===== src/ean8_pkg.sv =====
// ----------------------------------------------------------------------------
// ean8_pkg
// Shared constants, code tables and types for the EAN-8 module decoder.
// ----------------------------------------------------------------------------
package ean8_pkg;

  localparam int unsigned SymbolBits = 7;
  localparam int unsigned TableSize  = 10;

  // module positions within one row
  localparam logic [6:0] ModulesPerRow  = 7'd67;
  localparam logic [6:0] LeftDataFirst  = 7'd3;
  localparam logic [6:0] LeftDataEnd    = 7'd31;
  localparam logic [6:0] RightDataFirst = 7'd36;
  localparam logic [6:0] RightDataEnd   = 7'd64;

  // bit position of the last module of a digit group
  localparam logic [2:0] GroupLastBit = 3'd6;
  localparam logic [2:0] LastDigit    = 3'd7;

  typedef logic [SymbolBits-1:0] symbol_t;
  typedef logic [3:0]            digit_t;

  localparam symbol_t LeftCodes [TableSize] = '{
    7'h0D, 7'h19, 7'h13, 7'h3D, 7'h23, 7'h31, 7'h2F, 7'h3B, 7'h37, 7'h0B
  };
  localparam symbol_t RightCodes [TableSize] = '{
    7'h72, 7'h66, 7'h6C, 7'h42, 7'h5C, 7'h4E, 7'h50, 7'h44, 7'h48, 7'h74
  };

  typedef struct packed {
    digit_t digit;
    logic   ok;
  } match_t;

endpackage


===== src/ean8_if.sv =====
// ----------------------------------------------------------------------------
// ean8 channel interfaces
// Pixel input channel and decoded digit result channel, valid/ready.
// ----------------------------------------------------------------------------
interface ean8_in_if;
  logic valid;
  logic ready;
  logic pixel;
  logic start_of_row;

  modport source (output valid, output pixel, output start_of_row, input ready);
  modport sink   (input valid, input pixel, input start_of_row, output ready);
endinterface

interface ean8_out_if;
  logic       valid;
  logic       ready;
  logic [3:0] digit;
  logic [2:0] digit_index;
  logic       code_ok;
  logic       last;

  modport source (output valid, output digit, output digit_index, output code_ok,
                  output last, input ready);
  modport sink   (input valid, input digit, input digit_index, input code_ok,
                  input last, output ready);
endinterface


===== src/ean8_code_match.sv =====
// ----------------------------------------------------------------------------
// ean8_code_match
// Matches a 7-module symbol against the L-code or R-code table.
// ----------------------------------------------------------------------------
module ean8_code_match import ean8_pkg::*; (
  input  symbol_t symbol,
  input  logic    right_half,
  output match_t  result
);

  always_comb begin
    result = '0;
    // walk down so the lowest matching digit wins
    for (int j = TableSize - 1; j >= 0; j--) begin
      if (right_half ? (RightCodes[j] == symbol) : (LeftCodes[j] == symbol)) begin
        result.digit = digit_t'(j);
        result.ok    = 1'b1;
      end
    end
  end

endmodule


===== src/ean8_module_decoder.sv =====
// ----------------------------------------------------------------------------
// ean8_module_decoder
// Samples one pixel per module of an EAN-8 row and emits the eight digits.
// ----------------------------------------------------------------------------
// output: a digit appears on the result channel in the cycle after
//   the transfer of the pixel that samples the seventh module of its group
// throughput: one pixel per cycle unless a stalled result is pending; the row
//   counters and the table match sit between state and result registers
// reset: idle until a pixel with start_of_row; side_margin 0, module_width 1
module ean8_module_decoder import ean8_pkg::*; (
  input  logic              clk,
  input  logic              rst_n,
  ean8_in_if.sink           in_if,
  ean8_out_if.source        out_if,
  input  logic              psel,
  input  logic              penable,
  input  logic              pwrite,
  input  logic [2:0]        paddr,
  input  logic [31:0]       pwdata,
  output logic [31:0]       prdata,
  output logic              pready
);

  localparam logic RegSideMargin  = 1'b0;
  localparam logic RegModuleWidth = 1'b1;

  logic [7:0] side_margin_r, module_width_r;
  logic [7:0] margin_left_r, margin_left_nxt;
  logic [7:0] phase_count_r, phase_count_nxt;
  logic [6:0] module_index_r, module_index_nxt;
  symbol_t    symbol_bits_r, symbol_bits_nxt;
  logic [2:0] group_bit_r, group_bit_nxt;
  logic [2:0] digit_idx_r, digit_idx_nxt;

  logic       out_valid_r, out_valid_nxt;
  digit_t     digit_r;
  logic [2:0] digit_index_r;
  logic       code_ok_r;
  logic       last_r;

  logic       in_xfer;
  logic       cfg_write;
  logic       emit;
  logic [7:0] s_margin, s_phase, width;
  logic [6:0] s_module;
  symbol_t    s_symbol, shifted;
  logic [2:0] s_group, s_digit;
  logic       in_data;
  match_t     match;

  assign pready    = 1'b1;
  assign cfg_write = psel && penable && pwrite;

  always_comb begin
    unique case (paddr[2])
      RegSideMargin:  prdata = {24'd0, side_margin_r};
      RegModuleWidth: prdata = {24'd0, module_width_r};
      default:        prdata = '0;
    endcase
  end

  assign in_if.ready = !out_valid_r || out_if.ready;
  assign in_xfer     = in_if.valid && in_if.ready;

  ean8_code_match u_match (
    .symbol     (shifted),
    .right_half (s_digit[2]),
    .result     (match)
  );

  always_comb begin
    // row start restarts all counters before this pixel is used
    s_margin = in_if.start_of_row ? side_margin_r : margin_left_r;
    s_phase  = in_if.start_of_row ? 8'd0          : phase_count_r;
    s_module = in_if.start_of_row ? 7'd0          : module_index_r;
    s_symbol = in_if.start_of_row ? '0            : symbol_bits_r;
    s_group  = in_if.start_of_row ? 3'd0          : group_bit_r;
    s_digit  = in_if.start_of_row ? 3'd0          : digit_idx_r;

    shifted = {s_symbol[SymbolBits-2:0], in_if.pixel};
    in_data = (s_module >= LeftDataFirst && s_module < LeftDataEnd) ||
              (s_module >= RightDataFirst && s_module < RightDataEnd);
    width   = (module_width_r == 8'd0) ? 8'd1 : module_width_r;

    margin_left_nxt  = s_margin;
    phase_count_nxt  = s_phase;
    module_index_nxt = s_module;
    symbol_bits_nxt  = s_symbol;
    group_bit_nxt    = s_group;
    digit_idx_nxt    = s_digit;
    emit             = 1'b0;

    if (s_module < ModulesPerRow) begin
      if (s_margin != 8'd0) begin
        margin_left_nxt = s_margin - 8'd1;
      end else begin
        if (s_phase == 8'd0 && in_data) begin
          symbol_bits_nxt = shifted;
          if (s_group == GroupLastBit) begin
            emit          = 1'b1;
            group_bit_nxt = 3'd0;
            digit_idx_nxt = s_digit + 3'd1;
          end else begin
            group_bit_nxt = s_group + 3'd1;
          end
        end
        // module ends once the phase count plus one reaches the current width
        if ({1'b0, s_phase} + 9'd1 >= {1'b0, width}) begin
          phase_count_nxt  = 8'd0;
          module_index_nxt = s_module + 7'd1;
        end else begin
          phase_count_nxt  = s_phase + 8'd1;
        end
      end
    end

    out_valid_nxt = in_xfer ? emit : (out_valid_r && !out_if.ready);
  end

  always_ff @(posedge clk) begin
    if (!rst_n) begin
      side_margin_r  <= 8'd0;
      module_width_r <= 8'd1;
      margin_left_r  <= 8'd0;
      phase_count_r  <= 8'd0;
      module_index_r <= ModulesPerRow;
      symbol_bits_r  <= '0;
      group_bit_r    <= 3'd0;
      digit_idx_r    <= 3'd0;
      out_valid_r    <= 1'b0;
    end else begin
      if (cfg_write) begin
        if (paddr[2] == RegSideMargin) begin
          side_margin_r <= pwdata[7:0];
        end else begin
          module_width_r <= pwdata[7:0];
        end
      end
      if (in_xfer) begin
        margin_left_r  <= margin_left_nxt;
        phase_count_r  <= phase_count_nxt;
        module_index_r <= module_index_nxt;
        symbol_bits_r  <= symbol_bits_nxt;
        group_bit_r    <= group_bit_nxt;
        digit_idx_r    <= digit_idx_nxt;
      end
      out_valid_r <= out_valid_nxt;
    end
  end

  always_ff @(posedge clk) begin
    if (in_xfer && emit) begin
      digit_r       <= match.digit;
      digit_index_r <= s_digit;
      code_ok_r     <= match.ok;
      last_r        <= (s_digit == LastDigit);
    end
  end

  assign out_if.valid       = out_valid_r;
  assign out_if.digit       = digit_r;
  assign out_if.digit_index = digit_index_r;
  assign out_if.code_ok     = code_ok_r;
  assign out_if.last        = last_r;

endmodule


===== src/flat_wrapper.sv =====
// flat-port wrapper written by rule: the top's interface ports become plain ports
module ean8_module_decoder_flat import ean8_pkg::*;
  (clk, rst_n, psel, penable, pwrite, paddr, pwdata, prdata, pready, in_if_valid, in_if_pixel, in_if_start_of_row, in_if_ready, out_if_valid, out_if_digit, out_if_digit_index, out_if_code_ok, out_if_last, out_if_ready);
  ean8_in_if in_if_i ();
  ean8_out_if out_if_i ();
  input  logic clk;
  input  logic rst_n;
  input  logic psel;
  input  logic penable;
  input  logic pwrite;
  input  logic [2:0] paddr;
  input  logic [31:0] pwdata;
  output logic [31:0] prdata;
  output logic pready;
  input wire logic [$bits(in_if_i.valid)-1:0] in_if_valid;
  input wire logic [$bits(in_if_i.pixel)-1:0] in_if_pixel;
  input wire logic [$bits(in_if_i.start_of_row)-1:0] in_if_start_of_row;
  output wire logic [$bits(in_if_i.ready)-1:0] in_if_ready;
  output wire logic [$bits(out_if_i.valid)-1:0] out_if_valid;
  output wire logic [$bits(out_if_i.digit)-1:0] out_if_digit;
  output wire logic [$bits(out_if_i.digit_index)-1:0] out_if_digit_index;
  output wire logic [$bits(out_if_i.code_ok)-1:0] out_if_code_ok;
  output wire logic [$bits(out_if_i.last)-1:0] out_if_last;
  input wire logic [$bits(out_if_i.ready)-1:0] out_if_ready;
  assign in_if_i.valid = in_if_valid;
  assign in_if_i.pixel = in_if_pixel;
  assign in_if_i.start_of_row = in_if_start_of_row;
  assign in_if_ready = in_if_i.ready;
  assign out_if_valid = out_if_i.valid;
  assign out_if_digit = out_if_i.digit;
  assign out_if_digit_index = out_if_i.digit_index;
  assign out_if_code_ok = out_if_i.code_ok;
  assign out_if_last = out_if_i.last;
  assign out_if_i.ready = out_if_ready;
  ean8_module_decoder u_core (.clk(clk), .rst_n(rst_n), .in_if(in_if_i), .out_if(out_if_i), .psel(psel), .penable(penable), .pwrite(pwrite), .paddr(paddr), .pwdata(pwdata), .prdata(prdata), .pready(pready));
endmodule

===== config.mk =====
export PLATFORM = sky130hd
export DESIGN_NAME = ean8_module_decoder_flat
export DESIGN_NICKNAME = d
export VERILOG_FILES = /design/src/ean8_pkg.sv /design/src/ean8_if.sv /design/src/ean8_code_match.sv /design/src/ean8_module_decoder.sv /design/src/flat_wrapper.sv
export SDC_FILE = /design/constraint.sdc
export NUM_CORES = 1
export LEC_CHECK = 0
export ABC_AREA = 1
export BUFFER_PORTS_ARGS = -buffer_cell sky130_fd_sc_hd__buf_2
export CORE_UTILIZATION = 55
export DETAILED_ROUTE_END_ITERATION = 16
export GPL_ROUTABILITY_DRIVEN = 0
export PLACE_DENSITY = 0.82
export SLEW_MARGIN = 5
export SYNTH_ARGS = -nofsm -noshare
export SYNTH_HDL_FRONTEND = slang
export SYNTH_SLANG_ARGS = --single-unit

===== constraint.sdc =====
create_clock -name clk -period 3.4 [get_ports clk]
set_clock_uncertainty 0.2 [all_clocks]
set_input_delay 0.34 -clock clk [delete_from_list [all_inputs] [get_ports clk]]
set_output_delay 0.34 -clock clk [all_outputs]
set_load 0.01 [all_outputs]

==> results.md, run 1 <==
- Origin of the worst setup path: u_core.phase_count_r[0]
- Slowest CP cell: dfxtp_1
- Hold Startpoint: pwdata[0]
- Asr flop ratio synth: 0%
- Vias per cell: 5.29
- Setup bufs post-CTS: 0
- Setup TNS Final: 0 ps
- Clock Power Share: around 36%
- Hold_buf cts: 0
- Outcome: completed
- Cts bufs inserted: 9
- Fmax: ~330 MHz
- CP startpoint kind: register
- RSZ-0062 raised after global routing: no
- Hold Violations, Final: 0
- Reg2reg start: u_core.phase_count_r[0]
- YS warnings: 0
- EDFF count, synth: 9
- Sequential share of the synthesized area: between 30% and 40%
- Most common cell after layout, fill and taps aside: nand2_1
- Routed WL per cell: about 12 um
- Worst slew margin: a little over half
- Ant. Diodes: 0
- Critical path class: reg2reg
- Post-route ant nets: 0
- Final min period: 3000 ps
- Commonest cells after routing, fill and taps aside: 156 x nand2_1, 80 x inv_1, 53 x nor2_1, 52 x dfxtp_1, 49 x a21oi_1
- Dpl hpwl: 6680 um
- Htree depth: 3
- Post-Synthesis Cells: 620
- Net Switching: roughly 580 uW
- Starting density of the core: 58.3%
- Port bufs: 36
- Mapped cell area: 4050 um^2
- Worst EP required: about 3400 ps
- Synth Register Bits: 61
- All-Layer GR Usage: between 20% and 30%
- Die Y: 87.8 um
- Share of power burned in registers: approximately 44%
- Number of global-route vias before repair: about 3,500
- Ys flop type: dfxtp_1
- Synthesized area per cell: around 6.5 um^2
- Syn-to-layout area delta: 8.25%
- CP max FO: 8
- Power density over cell area: about 400 nW/um^2
- HP Class: in2reg
- Int Power: about 1.2 mW
- Share of layout cells above drive strength 1: a little under an eighth
- Fin crit share: 88.3%
- Cts repair resizes: 0
- Tot Pwr: about 1.8 mW
- Die width: between 80 and 90 um
- MaxCap Viol Count: 0
- WP data arrival: ~3000 ps
- Crit path buf inv count: 2
- Max-slew violation count: 0
- Clk Tree Root Cell: clkbuf_8
- Crit-path most repeated cell: nand2_1
- Max stage delay on crit path: about 350 ps
- Router iterations before antenna repair: 5
- Routed WL: roughly 9200 um
- Endpoints failing setup: 0
- Clk buf depth: 2
- LEAKAGE: 2.05 nW
- Via count: between 3,000 and 4,000
- First-pass GRT wire length: ~15,000 um
- Layout net count: approximately 700
- Worst-Margin Slew: ~700 ps
- Crit. End Element: register
- CP Cell Sequence: nand2_1 > inv_1 > ha_1 > nand2_1 > nor2_1 > xor2_1 > inv_1 > ha_1 > nand2_1 > nor2_1 > o21ai_0 > nand3_1 > nand2_1 > nand2_1 > nand2_1 > nand2_1 > nand2_1 > nand3b_1 > a21oi_1
- Count of different cell masters after synthesis: 35
- FP Rows: 30
- Clk Latency, worst-skew pair: 350 ps
- Global route overflow: 0
- Initial antenna violation count: 0
- Largest net degree at the start of global routing: 28
- Peak supply drop: between 0.3 and 0.4 mV
- Area of the core: approximately 6900 um^2
- CP top delay family: simple AND/OR/NAND/NOR gates
- TritonCTS clock tree: yes
- Comb pwr share: 20.7%
- CTS sink count: ~60
- Die area: around 7700 um^2
- Hold slack: about 33 ps
- Switching part of the total: roughly a third
- Clock-pin transition on the worst setup and hold timing paths: roughly 70 ps
- Io pins: 88
- Iter 0 DRT Violations: ~200
- Post-route DRC violation count: 0
## area by class of cell
class | count | area (um^2)
fillers | 619 | 2560
repair buffers | 42 | 225
well taps | 96 | 120
clock inverters | 6 | 63.8
clock buffers | 10 | 128
flip-flops and latches | 61 | 1310
inverters | 86 | 323
multi-input cells | 452 | 2210
## registers in the layout, summed over array words and instances (netlist names)
signal / count
u_core.digit_idx_r: 3
u_core.side_margin_r: 8
u_core.out_if.last: 1
u_core.group_bit_r: 3
u_core.out_if.code_ok: 1
u_core.symbol_bits_r: 6
u_core.margin_left_r: 8
u_core.phase_count_r: 8
u_core.module_index_r: 7
u_core.out_if.digit_index: 3
u_core.out_if.valid: 1
u_core.out_if.digit: 4
u_core.module_width_r: 8
## logic make-up (layout without fill, tap and decap cells)
group | Yosys count | after routing | share of synthesized area, %
AOI/OAI and AO/OA | 113 | 113 | 14.8
xor gates and xnor gates | 9 | 9 | 1.95
adders and majority gates | 14 | 14 | 4.33
buffers and inverters | 130 | 144 | 15.1
DFF | 61 | 61 | 32.4
other | 2 | 25 | 0.186
and+or+nand+nor | 291 | 291 | 31.3
## cell usage after synthesis (all sizes together), types with 9 or more instances
master | n | area [um^2]
a21oi | 50 | 262
buf | 32 | 244
clkbuf | 12 | 45.0
dfxtp | 52 | 1040
edfxtp | 9 | 270
ha | 14 | 175
inv | 85 | 319
nand2 | 160 | 611
nand3 | 48 | 250
nand4 | 10 | 62.6
nor2 | 60 | 263
o21ai | 55 | 275
## power groups by stage
| stage | Clock, mW | Sequential, mW | Combinational [mW] |
|---|---|---|---|
| after floorplan | 0 | 0.792 | 0.311 |
| after global placement | 0 | 0.796 | 0.353 |
| after detailed placement | 0 | 0.796 | 0.366 |
| after CTS | 0.648 | 0.781 | 0.367 |
| after global routing | 0.678 | 0.785 | 0.422 |
| final | 0.643 | 0.781 | 0.372 |
## worst paths after layout
kind | endpoint | slack (ps) | depth (start not counted)
min reg2reg | u_core.symbol_bits_r[2] | 270 | 2
min | u_core.module_width_r[0] | 30 | 3
max reg2reg | u_core.phase_count_r[6] | 400 | 19
max | u_core.phase_count_r[6] | 400 | 19
## worst reg2reg max path, stage by stage (launching register included)
cell      delay, ps
dfxtp_1         350
nand2_1         120
inv_1           100
ha_1            180
nand2_1          60
nor2_1          180
xor2_1          170
inv_1            70
ha_1            310
nand2_1          70
nor2_1           90
o21ai_0          80
nand3_1          70
nand2_1          60
nand2_1          50
nand2_1          50
nand2_1         220
nand2_1         230
nand3b_1        150
a21oi_1          80
## per-layer routing
layer	GRT usage, %	vias to the layer above	routed length, um
met3	3.96	26	447
met5	0	-	0
li1	-	2012	-
met2	43.2	139	4390
met4	13.6	0	252
met1	30.1	1809	4080
## metrics by stage
step	setup WS (ps)	cell area [um^2]	instances	utilization [%]
after floorplan	531	4130	643	-
after global routing	102	4380	753	63.1
final	397	4380	753	63.1
after global placement	257	4190	737	60.3
after detailed placement	191	4190	737	60.3
after CTS	447	4380	753	63.1
(Power assumes the default switching activity.)
==> run 2, diff against run 1 <==
--- a/config.mk
+++ b/config.mk
@@ -7,11 +7,13 @@
 export LEC_CHECK = 0
 export ABC_AREA = 1
 export BUFFER_PORTS_ARGS = -buffer_cell sky130_fd_sc_hd__buf_2
-export CORE_UTILIZATION = 55
+export CORE_UTILIZATION = 56
 export DETAILED_ROUTE_END_ITERATION = 16
 export GPL_ROUTABILITY_DRIVEN = 0
+export HOLD_SLACK_MARGIN = 0.05
 export PLACE_DENSITY = 0.82
 export SLEW_MARGIN = 5
 export SYNTH_ARGS = -nofsm -noshare
 export SYNTH_HDL_FRONTEND = slang
+export SYNTH_HIERARCHICAL = 1
 export SYNTH_SLANG_ARGS = --single-unit
==> run 2 against run 1 <==
Die area is 1.8% higher. Sequential share of layout area down 1.0 points. Count of clock-buffer cells in the layout down 1. Global-route usage rose by 0.71 points. Setup slack improved by 93 ps. Power fell by 5.9%. Fmax up 3.2%. Worst hold slack gained 61 ps. Core utilization is 0.53 points lower. Register-to-register slack gained 90 ps. Clock power increased by 0.6%. Area after synthesis is 3.7% higher. Largest cell class unchanged. Largest power group unchanged.
==> results.md, run 2 <==
- Outcome: completed (unchanged)
- Switching part of the total: 30.3% (was 32.4%)
- Routed WL: 9470 um (was 9170 um)
- Share of power burned in registers: 45.4% (was 43.5%)
- CP top delay family: simple AND/OR/NAND/NOR gates (unchanged)
- MaxCap Viol Count: 0 (unchanged)
- Clk buf depth: 2 (unchanged)
- Mapped cell area: 4200 um^2 (was 4050 um^2)
- Synthesized area per cell: 6.47 um^2 (was 6.53 um^2)
- WP data arrival: 2980 ps (was 3030 ps)
- Layout Utilization: 62.6% (was 63.1%)
- CTS sink count: 61 (unchanged)
- Post-synth top area share: 24.8% (was 25.7%)
- Crit. End Element: register (unchanged)
- Min setup slack post-route: 490 ps (was 397 ps)
- Reg2reg start: u_core/phase_count_r[0] (was u_core.phase_count_r[0])
- Net Switching: 513 uW (was 583 uW)
- Dpl hpwl: 6950 um (was 6680 um)
- Worst EP required: 3470 ps (was 3420 ps)
- Die Y: 88.6 um (was 87.8 um)
- Power density over cell area: 373 nW/um^2 (was 410 nW/um^2)
- Crit path buf inv count: 3 (was 2)
- Asr flop ratio synth: 0% (unchanged)
- Worst-Margin Slew: 843 ps (was 708 ps)
- All-Layer GR Usage: 25.9% (was 25.1%)
- WP depth: 15 (was 19)
- Via count: 4,105 (was 3,986)
- Starting density of the core: 57.9% (was 58.3%)
- Setup TNS Final: 0 ps (unchanged)
- Synth Register Bits: 61 (unchanged)
- Clk Tree Root Cell: clkbuf_8 (unchanged)
- Worst slew margin: 43.8% (was 52.7%)
- Die area: 7850 um^2 (was 7710 um^2)
- Synth area leaders: dfxtp_1 25%, nand2_1 19%, inv_1 7.2% (was dfxtp_1 26%, nand2_1 14%, inv_1 7.4%)
- Non-filler cells, final: 783 (was 753)
- YS warnings: 6 (was 0)
- Global route overflow: 0 (unchanged)
- Die width: 88.6 um (was 87.8 um)
- Initial antenna violation count: 0 (unchanged)
- Reg-to-reg setup timing slack: 490 ps (was 400 ps)
- Layout net count: 738 (was 710)
- EDFF count, synth: 9 (unchanged)
- Area of the core: 7250 um^2 (was 6940 um^2)
- Vias per cell: 5.24 (was 5.29)
- Hold Violations, Final: 0 (unchanged)
- Most common cell after layout, fill and taps aside: nand2_1 (unchanged)
- Post-Synthesis Cells: 649 (was 620)
- Crit path capture: u_core/phase_count_r[4] (was u_core.phase_count_r[6])
- TritonCTS clock tree: yes (unchanged)
- Clock Power Share: 38.3% (was 35.8%)
- RR Endpoint: u_core/phase_count_r[4] (was u_core.phase_count_r[6])
- Slowest CP cell: dfxtp_1 (unchanged)
- HP Class: in2reg (unchanged)
- Routed WL per cell: 12.1 um (was 12.2 um)
- First-pass GRT wire length: 15,800 um (was 15,100 um)
- Clk Latency, worst-skew pair: 340 ps (was 350 ps)
- Iter 0 DRT Violations: 245 (was 203)
- Router iterations before antenna repair: 5 (unchanged)
- Post-route ant nets: 0 (unchanged)
- Fin area: 4540 um^2 (was 4380 um^2)
- DP Worst Slack: 237 ps (was 191 ps)
- Inst Count DP: 766 (was 737)
- Setup bufs post-CTS: 0 (unchanged)
- Share of layout cells above drive strength 1: 12.4% (was 11.6%)
- CP max FO: 13 (was 8)
- Fin crit share: 85.6% (was 88.3%)
- RSZ-0062 raised after global routing: no (unchanged)
- Commonest cells after routing, fill and taps aside: 215 x nand2_1, 80 x inv_1, 57 x a21oi_1, 52 x dfxtp_1 (was 156 x nand2_1, 80 x inv_1, 53 x nor2_1, 52 x dfxtp_1, 49 x a21oi_1)
- Placed inst area: 4330 um^2 (was 4190 um^2)
- Critical path class: reg2reg (unchanged)
- Fill count: 677 (was 619)
- CP Cell Sequence: nand2_2 > inv_1 > nand3_2 > nor2_2 > nand3_1 > xor2_1 > inv_1 > ha_1 > a21oi_1 > nand2_1 > nand2_1 > nand2_1 > inv_1 > nand3_1 > a21oi_1 (was nand2_1 > inv_1 > ha_1 > nand2_1 > nor2_1 > xor2_1 > inv_1 > ha_1 > nand2_1 > nor2_1 > o21ai_0 > nand3_1 > nand2_1 > nand2_1 > nand2_1 > nand2_1 > nand2_1 > nand3b_1 > a21oi_1)
- CP startpoint kind: register (unchanged)
- Cts bufs inserted: 9 (unchanged)
- Largest area contributor in the netlist: dfxtp_1 (unchanged)
- Port bufs: 36 (unchanged)
- Ys flop type: dfxtp_1 (unchanged)
- Io pins: 88 (unchanged)
- Count of different cell masters after synthesis: 36 (was 35)
- Ant. Diodes: 0 (unchanged)
- Number of global-route vias before repair: 3,787 (was 3,534)
- Final min period: 2910 ps (was 3000 ps)
- Peak supply drop: 0.224 mV (was 0.347 mV)
- Worst reg2reg path depth: 15 (was 19)
- Max stage delay on crit path: 350 ps (about the same)
- Sequential share of the synthesized area: 31.2% (was 32.4%)
- Largest net degree at the start of global routing: 29 (was 28)
- LEAKAGE: 2.23 nW (was 2.05 nW)
- Hold slack: 94.9 ps (was 33.5 ps)
- Htree depth: 3 (unchanged)
- Most common cell in the netlist: nand2_1 (unchanged)
- Int Power: 1.18 mW (was 1.21 mW)
- FP Rows: 31 (was 30)
- Endpoints failing setup: 0 (unchanged)
- Comb pwr share: 16.3% (was 20.7%)
- Max-slew violation count: 0 (unchanged)
- Origin of the worst setup path: u_core/phase_count_r[0] (was u_core.phase_count_r[0])
- Synth cell count leaders: 215 x nand2_1, 80 x inv_1, 57 x a21oi_1 (was 156 x nand2_1, 80 x inv_1, 53 x nor2_1)
- Fmax: 344 MHz (was 333 MHz)
- Syn-to-layout area delta: 8.11% (was 8.25%)
- Tot Pwr: 1.69 mW (was 1.80 mW)
- Clock-pin transition on the worst setup and hold timing paths: 70 ps (about the same)
- Post-route DRC violation count: 0 (unchanged)
- Cts repair resizes: 0 (unchanged)
[run 2: logic make-up (layout without fill, tap and decap cells)]
kind of cell | after synthesis | in the layout | synth area share, %
other | 2 | 25 | 0.179
AO/OA/AOI/OAI | 109 | 109 | 13.8
adder cells (fa/ha/maj) | 15 | 15 | 4.47
AND/OR/NAND/NOR | 322 | 322 | 33.6
buffers and inverters | 131 | 143 | 14.7
XOR/XNOR | 9 | 9 | 2.06
flip-flops | 61 | 61 | 31.2
[run 2: repair_timing]
| action | 4_1_cts | 5_1_grt |
|---|---|---|
| hold buffers | 1 | 0 |
| hold endpoints to repair | 1 | 0 |
| setup endpoints to repair | 0 | 0 |
[run 2: routing by layer]
metal / up-vias / wire length [um] / track usage [%]
met5: - / 0 / 0
met4: 0 / 187 / 11.9
met3: 22 / 505 / 4.01
met2: 145 / 4910 / 48.0
met1: 1874 / 3880 / 28.9
li1: 2064 / - / -
[run 2: how the worst min path moves through the flow]
| stage | startpoint | end | slack (ps) | cells past startpoint |
|---|---|---|---|---|
| after floorplan | u_core/module_index_r[6] | u_core/module_index_r[6] | 240 | 2 |
| after global placement | u_core/symbol_bits_r[2] | u_core/symbol_bits_r[2] | 250 | 2 |
| after detailed placement | u_core/phase_count_r[6] | u_core/phase_count_r[6] | 260 | 2 |
| after CTS | pwdata[5] | u_core/module_width_r[5] | 80 | 3 |
| after global routing | pwdata[2] | u_core/module_width_r[2] | 100 | 3 |
| final | out_if_ready | u_core/out_if.valid | 90 | 4 |
[run 2: cell type report]
class                   instances  area [um^2]  share of cell area, %
flip-flops and latches         61         1310                   28.9
multi-input cells             480         2360                   51.9
inverters                      85          319                   7.03
well taps                      99          124                   2.73
clock buffers                   9          124                   2.73
clock inverters                 7         75.1                   1.65
repair buffers                 42          228                   5.02
[run 2: power groups by stage]
stage / Combinational (mW) / Clock [mW] / Sequential (mW)
detailed placement: 0.269 / 0 / 0.784
global placement: 0.259 / 0 / 0.783
global route: 0.310 / 0.694 / 0.771
floorplan: 0.233 / 0 / 0.781
finish: 0.275 / 0.647 / 0.768
CTS: 0.272 / 0.660 / 0.768
[run 2: worst register-to-register path: cells and delay by family, from the launching register on]
kind,cells,cell delay [ps]
compound gates,2,280
buf+inv,3,410
xor+xnor,1,220
flops,1,350
simple gates,8,1090
fa+ha+maj,1,310
==> run 3, diff against run 2 <==
--- a/config.mk
+++ b/config.mk
@@ -11,7 +11,7 @@
 export DETAILED_ROUTE_END_ITERATION = 16
 export GPL_ROUTABILITY_DRIVEN = 0
 export HOLD_SLACK_MARGIN = 0.05
-export PLACE_DENSITY = 0.82
+export PLACE_DENSITY = 0.81
 export SLEW_MARGIN = 5
 export SYNTH_ARGS = -nofsm -noshare
 export SYNTH_HDL_FRONTEND = slang
==> run 3 against run 2 <==
Sequential cell count unchanged. Final cell count grew 0.13%. Critical path depth is 3 higher. Highest routed layer unchanged. Non-clock buffer count is 1 higher. Worst hold slack worse by 10 ps.
==> results.md, run 3 (synthesis results as in run 2) <==
- Outcome: completed (unchanged)
- TritonCTS clock tree: yes (unchanged)
- CTS sink count: 61 (unchanged)
- Iter 0 DRT Violations: 255 (was 245)
- Clk Tree Root Cell: clkbuf_8 (unchanged)
- Hold Violations, Final: 0 (unchanged)
- Most common cell after layout, fill and taps aside: nand2_1 (unchanged)
- Vias per cell: 5.10 (was 5.24)
- GRT Max-Usage Layer: met2 (unchanged)
- LEAKAGE: 2.22 nW (was 2.23 nW)
- Met2 Use GR: 48.3% (was 48.0%)
- WP data arrival: 2940 ps (was 2980 ps)
- Dpl hpwl: 6720 um (was 6950 um)
- Post-route ant nets: 0 (unchanged)
- Critical path class: reg2reg (unchanged)
- Setup TNS Final: 0 ps (unchanged)
- Clk buf depth: 2 (unchanged)
- Peak supply drop: 0.281 mV (was 0.224 mV)
- Die area: 7850 um^2 (unchanged)
- Io pins: 88 (unchanged)
- Global route overflow: 0 (unchanged)
- Fin area: 4550 um^2 (was 4540 um^2)
- Fill count: 670 (was 677)
- Share of layout cells above drive strength 1: 12.6% (was 12.4%)
- Cts bufs inserted: 9 (unchanged)
- Area of the core: 7250 um^2 (unchanged)
- Port bufs: 36 (unchanged)
- Placed inst area: 4340 um^2 (was 4330 um^2)
- RSZ-0062 raised after global routing: no (unchanged)
- Max-slew violation count: 0 (unchanged)
- Htree depth: 3 (unchanged)
- GRT met3 Usage: 4.48% (was 4.01%)
- DP Worst Slack: 324 ps (was 237 ps)
- MaxCap Viol Count: 0 (unchanged)
- Clk Latency, worst-skew pair: 350 ps (was 340 ps)
- CP max FO: 13 (unchanged)
- Tot Pwr: 1.69 mW (about the same)
- Initial antenna violation count: 0 (unchanged)
- Die width: 88.6 um (unchanged)
- Layout net count: 739 (was 738)
- Ant. Diodes: 0 (unchanged)
- Via count: 3,999 (was 4,105)
- Min setup slack post-route: 533 ps (was 490 ps)
- Worst slew margin: 42.6% (was 43.8%)
- Syn-to-layout area delta: 8.29% (was 8.11%)
- All-Layer GR Usage: 25.7% (was 25.9%)
- Crit. End Element: register (unchanged)
- HP Class: in2reg (unchanged)
- Endpoints failing setup: 0 (unchanged)
- Router iterations before antenna repair: 5 (unchanged)
- First-pass GRT wire length: 15,700 um (was 15,800 um)
- Power density over cell area: 373 nW/um^2 (about the same)
- Starting density of the core: 57.9% (unchanged)
- Routed WL per cell: 11.6 um (was 12.1 um)
- Post-route DRC violation count: 0 (unchanged)
- Worst-Margin Slew: 860 ps (was 843 ps)
- FP Rows: 31 (unchanged)
- Commonest cells after routing, fill and taps aside: 215 x nand2_1, 80 x inv_1, 57 x a21oi_1, 52 x dfxtp_1 (unchanged)
- Largest net degree at the start of global routing: 29 (unchanged)
- Die Y: 88.6 um (unchanged)
- Final min period: 2870 ps (was 2910 ps)
- Footprint of the multi-input gates: 2360 um^2 (unchanged)
- CP startpoint kind: register (unchanged)
- Number of global-route vias before repair: 3,692 (was 3,787)
- Worst EP required: 3480 ps (was 3470 ps)
- Clock-pin transition on the worst setup and hold timing paths: 80 ps (was 70 ps)
- Register Area: 1310 um^2 (unchanged)
- Routed WL: 9130 um (was 9470 um)
- Hold slack: 84.9 ps (was 94.9 ps)
- Met1 Resource Use GR: 27.8% (was 28.9%)
- Fin crit share: 84.3% (was 85.6%)
- Fmax: 349 MHz (was 344 MHz)
## run 3: changes by cell type in the layout (fill, tap and decap cells not counted), sizes merged
cell,delta
clkinvlp,+3
clkinv,-3
buf,+1
## run 3: what timing repair did
item                                   in CTS  in global routing
endpoints found under the hold margin       1                  0
gates resized for setup                     0                  0
setup buffers                               0                  0
hold buffers                                1                  0
## run 3: power breakdown
part / internal [mW] / leakage, nW / switching [mW]
sequential: 0.753 / 0.489 / 0.0150
combinational: 0.0838 / 1.64 / 0.190
clock: 0.340 / 0.0918 / 0.312
## run 3: worst paths after layout
check                          startpoint                       to  slack, ps  cells past startpoint
setup / recovery  u_core/phase_count_r[0]  u_core/phase_count_r[4]        530                     18
hold / removal               out_if_ready      u_core/out_if.valid         80                      4
setup reg to reg  u_core/phase_count_r[0]  u_core/phase_count_r[4]        530                     18
hold reg to reg   u_core/symbol_bits_r[1]  u_core/symbol_bits_r[1]        270                      2
## run 3: per-layer routing
layer  routed length (um)  up-vias
met5                    0        -
met4                  146        0
met3                  462       17
met2                 4660      110
met1                 3860     1806
li1                     -     2066
## run 3: final cells by class
class                      instances  share of cell area [%]
tap                               99                    2.73
clock inverter                     7                    1.65
sequential                        61                    28.8
multi-input combinational        480                    51.9
clock buffer                       9                    2.73
timing repair buffer              43                    5.17
inverter                          85                    7.02
## run 3: worst max-delay path: stages, from the launching register on
cell	delay, ps
dfxtp_1	350
nand2_2	80
inv_1	120
nand3_2	100
nor2_2	180
nor2_1	60
a21oi_1	230
ha_1	290
nand2_1	80
nor2_1	50
a21oi_1	110
nand2_1	70
nand2_1	60
nand2_1	40
nand2_1	70
nand2_1	260
inv_1	220
nand3_1	90
a21oi_1	130
## run 3: stage by stage
stage | instances | utilization (%)
after floorplan | 672 | -
after global placement | 767 | 59.8
after detailed placement | 767 | 59.8
after CTS | 784 | 62.7
after global routing | 784 | 62.7
final | 784 | 62.7
